## src/rtl/ctd_pkg.sv

```systemverilog
// shared types and constants for the chunked transfer decoder
package ctd_pkg;

	// default sizes handed to the top level parameters
	localparam int DEF_COUNT_WIDTH = 32;
	localparam int DEF_MAX_DIGITS  = 8;

	// entries in the queue between classifier and sequencer
	localparam int QUEUE_DEPTH = 4;

	// byte classes seen by the sequencer
	localparam logic [1:0] CLS_DIGIT = 2'd0;
	localparam logic [1:0] CLS_CR    = 2'd1;
	localparam logic [1:0] CLS_LF    = 2'd2;
	localparam logic [1:0] CLS_OTHER = 2'd3;

	// one classified request
	typedef struct packed {
		logic [7:0] data;
		logic [1:0] cls;
		logic [3:0] dval;
	} ctd_entry_t;

endpackage

```

## src/rtl/ctd_front.sv

```systemverilog
// front end: size radix register and byte classifier
module ctd_front import ctd_pkg::*; (
	input  logic       clk,
	input  logic       arst_n,
	input  logic       cfg_wr_en,
	input  logic       cfg_wr_data,
	input  logic [7:0] in_byte,
	output logic       hex_sizes,
	output ctd_entry_t entry
);

	localparam logic [7:0] CHAR_0  = 8'h30;
	localparam logic [7:0] CHAR_9  = 8'h39;
	localparam logic [7:0] CHAR_LA = 8'h61;
	localparam logic [7:0] CHAR_LF = 8'h66;
	localparam logic [7:0] CHAR_UA = 8'h41;
	localparam logic [7:0] CHAR_UF = 8'h46;
	localparam logic [7:0] BYTE_CR = 8'h0d;
	localparam logic [7:0] BYTE_LF = 8'h0a;
	localparam logic [7:0] TEN     = 8'd10;

	logic       hex_q;
	logic [7:0] diff;

	always_ff @(posedge clk or negedge arst_n) begin
		if (!arst_n) begin
			hex_q <= 1'b1;
		end else if (cfg_wr_en) begin
			hex_q <= cfg_wr_data;
		end
	end

	assign hex_sizes = hex_q;

	always_comb begin
		diff       = 8'd0;
		entry.data = in_byte;
		entry.cls  = CLS_OTHER;
		if (in_byte inside {[CHAR_0:CHAR_9]}) begin
			entry.cls = CLS_DIGIT;
			diff      = in_byte - CHAR_0;
		end else if (hex_q && (in_byte inside {[CHAR_LA:CHAR_LF]})) begin
			entry.cls = CLS_DIGIT;
			diff      = in_byte - CHAR_LA + TEN;
		end else if (hex_q && (in_byte inside {[CHAR_UA:CHAR_UF]})) begin
			entry.cls = CLS_DIGIT;
			diff      = in_byte - CHAR_UA + TEN;
		end else if (in_byte == BYTE_CR) begin
			entry.cls = CLS_CR;
		end else if (in_byte == BYTE_LF) begin
			entry.cls = CLS_LF;
		end
		entry.dval = diff[3:0];
	end

endmodule

```

## src/rtl/ctd_queue.sv

```systemverilog
// small fifo between classifier and sequencer
module ctd_queue import ctd_pkg::*; (
	input  logic       clk,
	input  logic       arst_n,
	input  logic       push,
	input  ctd_entry_t wr_entry,
	output logic       full,
	input  logic       pop,
	output logic       nonempty,
	output ctd_entry_t rd_entry
);

	localparam int PTR_W = $clog2(QUEUE_DEPTH);
	localparam int CNT_W = $clog2(QUEUE_DEPTH + 1);

	ctd_entry_t       store_q [QUEUE_DEPTH];
	logic [PTR_W-1:0] wr_ptr_q;
	logic [PTR_W-1:0] rd_ptr_q;
	logic [CNT_W-1:0] count_q;

	assign full     = (count_q == CNT_W'(QUEUE_DEPTH));
	assign nonempty = (count_q != '0);
	assign rd_entry = store_q[rd_ptr_q];

	always_ff @(posedge clk) begin
		if (push) begin
			store_q[wr_ptr_q] <= wr_entry;
		end
	end

	always_ff @(posedge clk or negedge arst_n) begin
		if (!arst_n) begin
			wr_ptr_q <= '0;
			rd_ptr_q <= '0;
			count_q  <= '0;
		end else begin
			if (push) begin
				wr_ptr_q <= (wr_ptr_q == PTR_W'(QUEUE_DEPTH - 1)) ? '0 : wr_ptr_q + 1'b1;
			end
			if (pop) begin
				rd_ptr_q <= (rd_ptr_q == PTR_W'(QUEUE_DEPTH - 1)) ? '0 : rd_ptr_q + 1'b1;
			end
			if (push && !pop) begin
				count_q <= count_q + 1'b1;
			end else if (pop && !push) begin
				count_q <= count_q - 1'b1;
			end
		end
	end

endmodule

```

## src/rtl/ctd_back.sv

```systemverilog
// back end: framing sequencer, size accumulator and output register
module ctd_back import ctd_pkg::*; #(
	parameter int COUNT_WIDTH = DEF_COUNT_WIDTH,
	parameter int MAX_DIGITS  = DEF_MAX_DIGITS
) (
	input  logic       clk,
	input  logic       arst_n,
	input  logic       hex_sizes,
	input  logic       q_nonempty,
	input  ctd_entry_t q_entry,
	output logic       q_pop,
	output logic       out_valid,
	input  logic       out_ready,
	output logic [7:0] out_byte,
	output logic [1:0] kind,
	output logic       chunk_end
);

	localparam int CNT_W = $clog2(MAX_DIGITS + 1);

	localparam logic [2:0] PH_SIZE    = 3'd0;
	localparam logic [2:0] PH_SIZE_LF = 3'd1;
	localparam logic [2:0] PH_DATA    = 3'd2;
	localparam logic [2:0] PH_DATA_CR = 3'd3;
	localparam logic [2:0] PH_DATA_LF = 3'd4;
	localparam logic [2:0] PH_DONE    = 3'd5;
	localparam logic [2:0] PH_ERROR   = 3'd6;

	localparam logic [1:0] KIND_PAYLOAD = 2'd0;
	localparam logic [1:0] KIND_END     = 2'd1;
	localparam logic [1:0] KIND_ERROR   = 2'd2;

	logic [2:0]             phase_q, phase_d;
	logic [COUNT_WIDTH-1:0] left_q, left_d;
	logic [CNT_W-1:0]       digits_q, digits_d;
	logic                   out_valid_q;
	logic [7:0]             out_byte_q;
	logic [1:0]             kind_q;
	logic                   chunk_end_q;

	logic                   emit;
	logic [7:0]             emit_byte;
	logic [1:0]             emit_kind;
	logic                   emit_last;
	logic [COUNT_WIDTH-1:0] scaled;
	logic [COUNT_WIDTH-1:0] left_dec;

	assign q_pop = q_nonempty && (!out_valid_q || out_ready);

	// times 16 or times 10 by shifts
	assign scaled   = hex_sizes ? (left_q << 4) : ((left_q << 3) + (left_q << 1));
	assign left_dec = left_q - 1'b1;

	always_comb begin
		phase_d   = phase_q;
		left_d    = left_q;
		digits_d  = digits_q;
		emit      = 1'b0;
		emit_byte = 8'd0;
		emit_kind = KIND_PAYLOAD;
		emit_last = 1'b0;
		case (phase_q)
			PH_SIZE: begin
				if (q_entry.cls == CLS_DIGIT) begin
					if (digits_q >= CNT_W'(MAX_DIGITS)) begin
						phase_d   = PH_ERROR;
						emit      = 1'b1;
						emit_kind = KIND_ERROR;
					end else begin
						left_d   = scaled + {{(COUNT_WIDTH-4){1'b0}}, q_entry.dval};
						digits_d = digits_q + 1'b1;
					end
				end else if (q_entry.cls == CLS_CR && digits_q != '0) begin
					phase_d = PH_SIZE_LF;
				end else begin
					phase_d   = PH_ERROR;
					emit      = 1'b1;
					emit_kind = KIND_ERROR;
				end
			end
			PH_SIZE_LF: begin
				if (q_entry.cls != CLS_LF) begin
					phase_d   = PH_ERROR;
					emit      = 1'b1;
					emit_kind = KIND_ERROR;
				end else begin
					digits_d = '0;
					if (left_q == '0) begin
						phase_d   = PH_DONE;
						emit      = 1'b1;
						emit_kind = KIND_END;
					end else begin
						phase_d = PH_DATA;
					end
				end
			end
			PH_DATA: begin
				left_d    = left_dec;
				emit      = 1'b1;
				emit_byte = q_entry.data;
				if (left_dec == '0) begin
					phase_d   = PH_DATA_CR;
					emit_last = 1'b1;
				end
			end
			PH_DATA_CR: begin
				if (q_entry.cls != CLS_CR) begin
					phase_d   = PH_ERROR;
					emit      = 1'b1;
					emit_kind = KIND_ERROR;
				end else begin
					phase_d = PH_DATA_LF;
				end
			end
			PH_DATA_LF: begin
				if (q_entry.cls != CLS_LF) begin
					phase_d   = PH_ERROR;
					emit      = 1'b1;
					emit_kind = KIND_ERROR;
				end else begin
					phase_d  = PH_SIZE;
					left_d   = '0;
					digits_d = '0;
				end
			end
			default: begin
				// ended or failed: swallow everything
			end
		endcase
	end

	always_ff @(posedge clk or negedge arst_n) begin
		if (!arst_n) begin
			phase_q     <= PH_SIZE;
			left_q      <= '0;
			digits_q    <= '0;
			out_valid_q <= 1'b0;
		end else begin
			if (q_pop) begin
				phase_q  <= phase_d;
				left_q   <= left_d;
				digits_q <= digits_d;
			end
			if (q_pop && emit) begin
				out_valid_q <= 1'b1;
			end else if (out_ready) begin
				out_valid_q <= 1'b0;
			end
		end
	end

	always_ff @(posedge clk) begin
		if (q_pop && emit) begin
			out_byte_q  <= emit_byte;
			kind_q      <= emit_kind;
			chunk_end_q <= emit_last;
		end
	end

	assign out_valid = out_valid_q;
	assign out_byte  = out_byte_q;
	assign kind      = kind_q;
	assign chunk_end = chunk_end_q;

	a_data_nonzero: assert property (@(posedge clk) disable iff (!arst_n)
		phase_q == PH_DATA |-> left_q != '0)
		else $error("payload phase with zero bytes left");

	a_digits_bound: assert property (@(posedge clk) disable iff (!arst_n)
		digits_q <= CNT_W'(MAX_DIGITS))
		else $error("digit count beyond limit");

	a_done_sticky: assert property (@(posedge clk) disable iff (!arst_n)
		phase_q == PH_DONE || phase_q == PH_ERROR |=> $stable(phase_q))
		else $error("left a terminal phase");

	a_last_is_payload: assert property (@(posedge clk) disable iff (!arst_n)
		out_valid_q && chunk_end_q |-> kind_q == KIND_PAYLOAD)
		else $error("chunk end flag on a non-payload result");

	a_no_pop_on_stall: assert property (@(posedge clk) disable iff (!arst_n)
		out_valid_q && !out_ready |-> !q_pop)
		else $error("queue popped while output stalled");

endmodule

```

## src/rtl/chunked_transfer_decoder_top.sv

```systemverilog
// top level of the chunked transfer decoder
// Decodes a chunked-encoded body one byte per request. Each chunk opens with a
// size line of digits ended by CR LF (hex when hex_sizes is 1, the reset value,
// decimal when 0); that many payload bytes then come out with kind 0, the last
// one with chunk_end set, and the CR LF after the data is swallowed. A size of
// zero gives one end-of-stream result (kind 1); a malformed byte, an empty size
// line or more than MAX_DIGITS digits gives one error result (kind 2). After an
// end or an error every byte is taken and dropped until reset. Sizes wrap at
// COUNT_WIDTH bits. Throughput is one byte per clock while out_ready keeps the
// output draining: the classifier pushes each accepted byte into a four-entry
// queue in the cycle it is taken, and the sequencer pops one entry per clock
// whenever the output register is free or being drained, so each result passes
// through the queue and then the output register. in_ready drops only when the
// queue is full. Write hex_sizes only while no bytes are in flight.
module chunked_transfer_decoder_top import ctd_pkg::*; #(
	parameter int COUNT_WIDTH = DEF_COUNT_WIDTH,
	parameter int MAX_DIGITS  = DEF_MAX_DIGITS
) (
	input  logic       clk,
	input  logic       arst_n,
	// configuration
	input  logic       cfg_wr_en,
	input  logic       cfg_wr_data,
	// byte requests in
	input  logic       in_valid,
	output logic       in_ready,
	input  logic [7:0] in_byte,
	// results out
	output logic       out_valid,
	input  logic       out_ready,
	output logic [7:0] out_byte,
	output logic [1:0] kind,
	output logic       chunk_end
);

	ctd_entry_t front_entry;
	ctd_entry_t q_entry;
	logic       q_full;
	logic       q_nonempty;
	logic       q_pop;
	logic       hex_sizes;

	// classifier also owns the radix register
	ctd_front u_front (
		.clk         (clk),
		.arst_n      (arst_n),
		.cfg_wr_en   (cfg_wr_en),
		.cfg_wr_data (cfg_wr_data),
		.in_byte     (in_byte),
		.hex_sizes   (hex_sizes),
		.entry       (front_entry)
	);

	assign in_ready = !q_full;

	ctd_queue u_queue (
		.clk      (clk),
		.arst_n   (arst_n),
		.push     (in_valid && in_ready),
		.wr_entry (front_entry),
		.full     (q_full),
		.pop      (q_pop),
		.nonempty (q_nonempty),
		.rd_entry (q_entry)
	);

	// radix for the size accumulator; the digit values already follow it, and the user
	// must make config changes only while the queue is empty; the block does not check
	ctd_back #(
		.COUNT_WIDTH (COUNT_WIDTH),
		.MAX_DIGITS  (MAX_DIGITS)
	) u_back (
		.clk        (clk),
		.arst_n     (arst_n),
		.hex_sizes  (hex_sizes),
		.q_nonempty (q_nonempty),
		.q_entry    (q_entry),
		.q_pop      (q_pop),
		.out_valid  (out_valid),
		.out_ready  (out_ready),
		.out_byte   (out_byte),
		.kind       (kind),
		.chunk_end  (chunk_end)
	);

endmodule
```

## config.mk

```make
export PLATFORM = sky130hd
export DESIGN_NAME = chunked_transfer_decoder_top
export DESIGN_NICKNAME = d
export VERILOG_FILES = /design/src/rtl/ctd_pkg.sv /design/src/rtl/ctd_front.sv /design/src/rtl/ctd_queue.sv /design/src/rtl/ctd_back.sv /design/src/rtl/chunked_transfer_decoder_top.sv
export SDC_FILE = /design/constraint.sdc
export NUM_CORES = 1
export LEC_CHECK = 0
export ABC_CLOCK_PERIOD_IN_PS = 6900
export BUFFER_PORTS_ARGS = -buffer_cell sky130_fd_sc_hd__buf_2
export CAP_MARGIN = 40
export CORE_UTILIZATION = 45
export DETAILED_ROUTE_END_ITERATION = 7
export GPL_TIMING_DRIVEN = 1
export PLACE_DENSITY = 0.64
export SLEW_MARGIN = 10
export SYNTH_ARGS = -nofsm -noshare
export SYNTH_HDL_FRONTEND = slang
export SYNTH_SLANG_ARGS = --single-unit
```

## constraint.sdc

```tcl
create_clock -name clk -period 6.9 [get_ports clk]
set_input_delay 0.345 -clock clk [delete_from_list [all_inputs] [get_ports clk]]
set_output_delay 0.345 -clock clk [all_outputs]
set_load 0.01 [all_outputs]
```

; ---- After elaboration in Yosys (flattened, before gate mapping)
; Memory sizes are Yosys's and may differ from the RTL's.
; Index checks and enable logic that the tools add are counted.
[totals]
reg_bits = 59
mem_bits_rw = 56
out_inout_bits = 13
word_cells = 132
n_memories = 1
[mem_list]
columns = name, depth, word_bits, rd, rd_clocked_by_memory_dff, write_ports, line_no
row1 = u_queue.store_q, 4, 14, 1, 0, 1, ctd_queue.sv:16  ; ctd_entry_t store_q [QUEUE_DEPTH];
[op_classes]
addsub = 13
magnitude_cmp = 7
eq_ne = 18
n_mux = 51
reduce_logical = 31
[op_table]
columns = op, n
row1 = two-way mux 32 bit, 4
row2 = case mux 32 bit (3 select lines), 1
row3 = logical NOT 32 bit, 2
row4 = adder 32 bit, 1
row5 = adder 32 x 4 -> 32 bit, 1
row6 = subtractor 32 x 1 -> 32 bit (second input constant), 1
row7 = two-way mux 3 bit, 9
row8 = two-way mux 2 bit, 13
row9 = two-way mux 4 bit, 6
row10 = == test 8 x 4 -> 1 bit (second input constant), 2
row11 = >= comparator 8 x 7 -> 1 bit (second input constant), 2
row12 = less-or-equal comparator 8 x 7 -> 1 bit (second input constant), 2
row13 = case mux 3 bit (5 select lines), 1
row14 = two-way mux 1 bit, 14
row15 = subtractor 4 x 1 -> 4 bit (second input constant), 3
row16 = logical AND 1 bit, 11
row17 = AND reduction 5 bit, 2
row18 = adder 4 bit (second input constant), 2
row19 = >= comparator 8 x 6 -> 1 bit (second input constant), 1
row20 = less-or-equal comparator 8 x 6 -> 1 bit (second input constant), 1
row21 = inequality test 2 bit (second input constant), 4
row22 = case mux 2 bit (4 select lines), 1
row23 = case mux 4 bit (2 select lines), 1
row24 = == test 3 x 2 -> 1 bit (second input constant), 2
row25 = 22 further kinds, 33

; ---- Depth between registers and ports, before layout
; An unclocked memory read counts as a cell.
[depth]
word_depth = 8
depth_mapped = 21
ltp_nobuf = 16

; ---- Hierarchy
; From an unflattened synthesis, not the netlist that was laid out.
[unflattened]
cells_unflattened = 1016
hier_area_um2 = 9127.5
[modules_own_cells]
columns = module, instances, cells_per_inst, area_each_um2, seq_area_each_um2
row1 = ctd_back, 1, 866, 6329.8, 1331.3
row2 = ctd_queue, 1, 110, 2469.9, 1856.8
row3 = ctd_front, 1, 38, 317.8, 26.3
row4 = chunked_transfer_decoder_top, 1, 2, 10.0, 0.0

; ---- Worst setup path before layout
; Ideal clock, no wire load.
[synth_timing]
path_kind = register to register
startpoint = register u_front.hex_q (netlist: u_front.hex_sizes)
endpoint = register u_back.left_q[31]
setup_ps = 104
arrival_ps = 4833
required_ps = 6796
slack_ps = 1964
path_stages_with_launch = 20
period_less_slack_ps = 4936
cell_sequence = dfstp_2 > buf_4 > buf_4 > clkbuf_1 > buf_1 > buf_1 > clkbuf_1 > nor2b_1 > ha_1 > nor2b_1 > o22ai_1 > or2_1 > a21oi_1 > nand3_1 > nor4_4 > nand3_2 > or4_4 > or4_1 > a211o_1 > o311ai_1
[synth_between]
elab_chain_len = 5
[synth_lines]
columns = item, line_no
row1 = from (decl), ctd_front.sv:22  ; logic hex_q;
row2 = from (signal assigned), ctd_front.sv:29  ; hex_q <= cfg_wr_data;
row3 = two-way mux 32 bit, ctd_back.sv:51  ; assign scaled = hex_sizes ? (left_q << 4) : ((left_q << 3) + (left_q << 1));
row4 = adder 32 x 4 -> 32 bit, ctd_back.sv:70  ; left_d = scaled + {{(COUNT_WIDTH-4){1'b0}}, q_entry.dval};
row5 = two-way mux 32 bit, ctd_back.sv:65  ; if (digits_q >= CNT_W'(MAX_DIGITS)) begin
row6 = two-way mux 32 bit, ctd_back.sv:64  ; if (q_entry.cls == CLS_DIGIT) begin
row7 = case mux 32 bit (3 select lines), ctd_back.sv:62  ; case (phase_q)
row8 = to (signal assigned), ctd_back.sv:141  ; left_q <= left_d;
row9 = to (decl), ctd_back.sv:34  ; logic [COUNT_WIDTH-1:0] left_q, left_d;
; Every way passes these cells. The select of a mux whose other input is x is not followed.
; A chain may end at the register's enable or synchronous reset.

; ---- Final worst setup path
[layout_timing]
startpoint = register u_front.hex_q (netlist: u_front.hex_sizes)
endpoint = register u_back.left_q[30]
; The elaborated chain is that of the path after synthesis.

==> impl_metrics.yaml <==
worst_hold_path:
  min_path_type: "in -> async"
cts:
  clk_pin_slew_ns: 0.06
  clkLatencyLatePin_ns: 0.42
  cts_hold_buffers: 0
  cts_tree: "done"
  root_buffer: "clkbuf_16"
  clk_path_buf_depth: 2
  postCtsSetupBuffers: 0
  cts_resized: 0
  cts_buffers: 17
  cts_num_sinks: 115
  h-tree-depth: 4
sta:
  period_share_pct: 70.0
  maxSlewViolCount: 0
  fmax_ghz: 0.207
  relSlewSlack_pct: 43.6
  tightest_slew_ns: 0.835
  post-route-min-period_ns: 4.83
  setup_tns_ns: 0
  setup_viol: 0
  rsz0062_at_grt: "false"
  hold_violations: 0
  clock-skew-final_ns: 0.00677
final_layout:
  n_antenna_cell: 0
  multi_input_area_mm2: 0.00521
  area_growth_pct: 10.4
  final_core_util_pct: 51.1
  final_area_mm2: 0.00963
  final_layout_size_suffix_gt1_share_pct: 11.7
  fillers: 1756
  seq_area_mm2: 0.00321
  nNetsFinal: 1021
  stdcell_count: 1232
placed_design:
  gp_congestion: 0.846
  dp_hpwl_um: 15700
  placed_cells: 1200
  placed_cell_area_mm2: 0.00905
  port-buffer-count: 26
synthesis:
  yosys_warnings: 0
  syn_nets: 1019
  ys_types: 89
  yosys.area.top_type: "edfxtp_1"
  async_flop_share_pct: 41.7
  synth_commonest_cells: "nand2_1, o21ai_0, nor2_1"
  yosysMostFrequentCell: "nand2_1"
  synth_area_leaders: "edfxtp_1, dfrtp_1, ha_1, o21ai_0, nand2_1"
  synthFlopType: "edfxtp_1"
  avgSynthCellArea_um2: 9.11
  netlist_area_mm2: 0.00872
  synth_edf_count: 67
  synthCells: 957
  yosysTopAreaCellShare_pct: 23.1
  synth-seq-cells: 115
  synth_seq_area_share_pct: 36.9
global_route:
  antenna_found_initial: 0
  grt_max_degree: 63
  grt_pass1_wl_um: 36100
  grt_pass1_vias: 6966
  grtUsageTotal_pct: 23.2
  grt_overflow: 0
detailed_routing:
  wl_met3_um: 926
  drcViolationCount: 0
  wl_met1_um: 10500
  wl_per_cell_um: 17.8
  avgViaCountPerCell: 5.95
  wl_met2_um: 10000
  drt_wl_total_um: 21900
  highest_layer: "met4"
  vias: 7326
  drt_iter0_drc: 448
  ant_nets: 0
  firstDrtPassIters: 5
critical_path:
  critical_path_class: "reg -> reg"
  critPathArrivalTime_ns: 5.11
  cp-start-kind: "flip-flop"
  endpoint_kind: "flip-flop"
  required_ns: 7.18
  path_max_fanout: 62
  ff2ff_path_depth: 16
die:
  die_h_um: 141
  boundaryPins: 27
  start_util_pct: 46.3
  rows: 50
  die_x_um: 141
  die_area_mm2: 0.0199
  core_area_mm2: 0.0188
power:
  vdd_ir_drop_max_v: 0.000258
  powerDensity_mw_per_mm2: 491
  power_leakage_nw: 3.59
run:
  drv_cap: 0
run_status:
  status: "finished clean"
critical path: stages, from the launching register on:
cell	delay (ns)
dfstp_2	0.52
buf_4	0.49
inv_1	0.50
nand2_1	0.25
inv_1	0.06
ha_1	0.27
a21o_1	0.11
a21oi_1	0.09
nor2_1	0.18
a21boi_0	0.30
nand3_1	0.21
nor4_1	0.48
nand3_1	0.19
or4_1	0.52
nor3_1	0.23
xnor2_1	0.16
o221ai_1	0.12
area by class of cell:
class,count,area share (%)
tap,260,3.38
clock inverter,13,1.55
multi-input combinational,766,54.1
sequential,115,33.4
inverter,23,0.897
timing repair buffer,36,2.21
clock buffer,19,4.50
registers in the layout, summed over array words and instances (netlist names):
signal / count
u_back.chunk_end: 1
u_back.digits_q: 4
u_back.kind: 2
u_back.left_q: 32
u_back.out_byte: 8
u_back.out_valid: 1
u_back.phase_q: 3
u_front.hex_sizes: 1
u_queue.count_q: 3
u_queue.rd_ptr_q: 2
u_queue.store_q: 56
u_queue.wr_ptr_q: 2
worst paths after layout:
| path | start | endpoint | slack [ns] |
|---|---|---|---|
| setup / recovery | u_front.hex_sizes | u_back.left_q[30] | 2.07 |
| hold / removal | arst_n | u_back.left_q[27] | 0.03 |
| setup reg to reg | u_front.hex_sizes | u_back.left_q[30] | 2.07 |
| hold reg to reg | u_queue.count_q[2] | u_queue.count_q[2] | 0.49 |
| max in group asynchronous | arst_n | u_back.phase_q[1] | 6.42 |
| min in group clk | cfg_wr_en | u_front.hex_sizes | 0.10 |
per-layer routing:
| layer | vias to the layer above | GRT usage, % |
|---|---|---|
| met5 | - | 0 |
| met4 | 0 | 7.84 |
| met3 | 32 | 3.63 |
| met2 | 178 | 36.5 |
| met1 | 3485 | 32.5 |
| li1 | 3631 | - |
placed cells by master, fill, tap and decap left out, drive strengths merged, types with 6 or more instances in the layout:
cell type / count
nand2: 99
o21ai: 84
nor2: 74
edfxtp: 67
a21oi: 67
dfrtp: 47
ha: 45
nor3: 40
xnor2: 36
buf: 36
inv: 27
nand3: 25
nor4: 19
clkbuf: 19
and2: 17
mux4: 14
xor2: 14
a31oi: 13
and3: 12
a21o: 12
nand4: 12
nor2b: 11
nand2b: 10
or3: 10
o211ai: 10
o21a: 9
o32ai: 8
o31ai: 8
or2: 8
a22o: 7
or4: 7
a211oi: 7
o221ai: 6
mux2i: 6
nor3b: 6
a21boi: 6
where the power goes:
| part | leakage, nW | total, mW | internal (mW) | switching (mW) |
|---|---|---|---|---|
| Clock | 0.277 | 0.868 | 0.536 | 0.332 |
| Sequential | 1.22 | 1.30 | 0.960 | 0.337 |
| Combinational | 2.10 | 2.56 | 1.04 | 1.52 |
| Total | 3.59 | 4.73 | 2.54 | 2.19 |
kinds of logic after synthesis:
family / after synthesis / synth area share [%]
adders and majority gates: 48 / 7.15
muxes: 24 / 4.87
AOI/OAI and AO/OA: 283 / 21.7
and+or+nand+nor: 361 / 21.0
buffers and inverters: 76 / 3.46
DFF: 115 / 36.9
xor gates and xnor gates: 50 / 5.02
stage by stage:
stage / setup WS (ns) / hold WS [ns] / power [mW]
after floorplan: 1.96 / 0.0494 / 3.20
after global placement: 2.18 / 0.482 / 3.80
after detailed placement: 2.06 / 0.483 / 3.83
after CTS: 2.04 / 0.0646 / 4.72
after global routing: 1.71 / 0.0951 / 5.11
final: 2.07 / 0.0318 / 4.73
(Power assumes the default switching activity.)
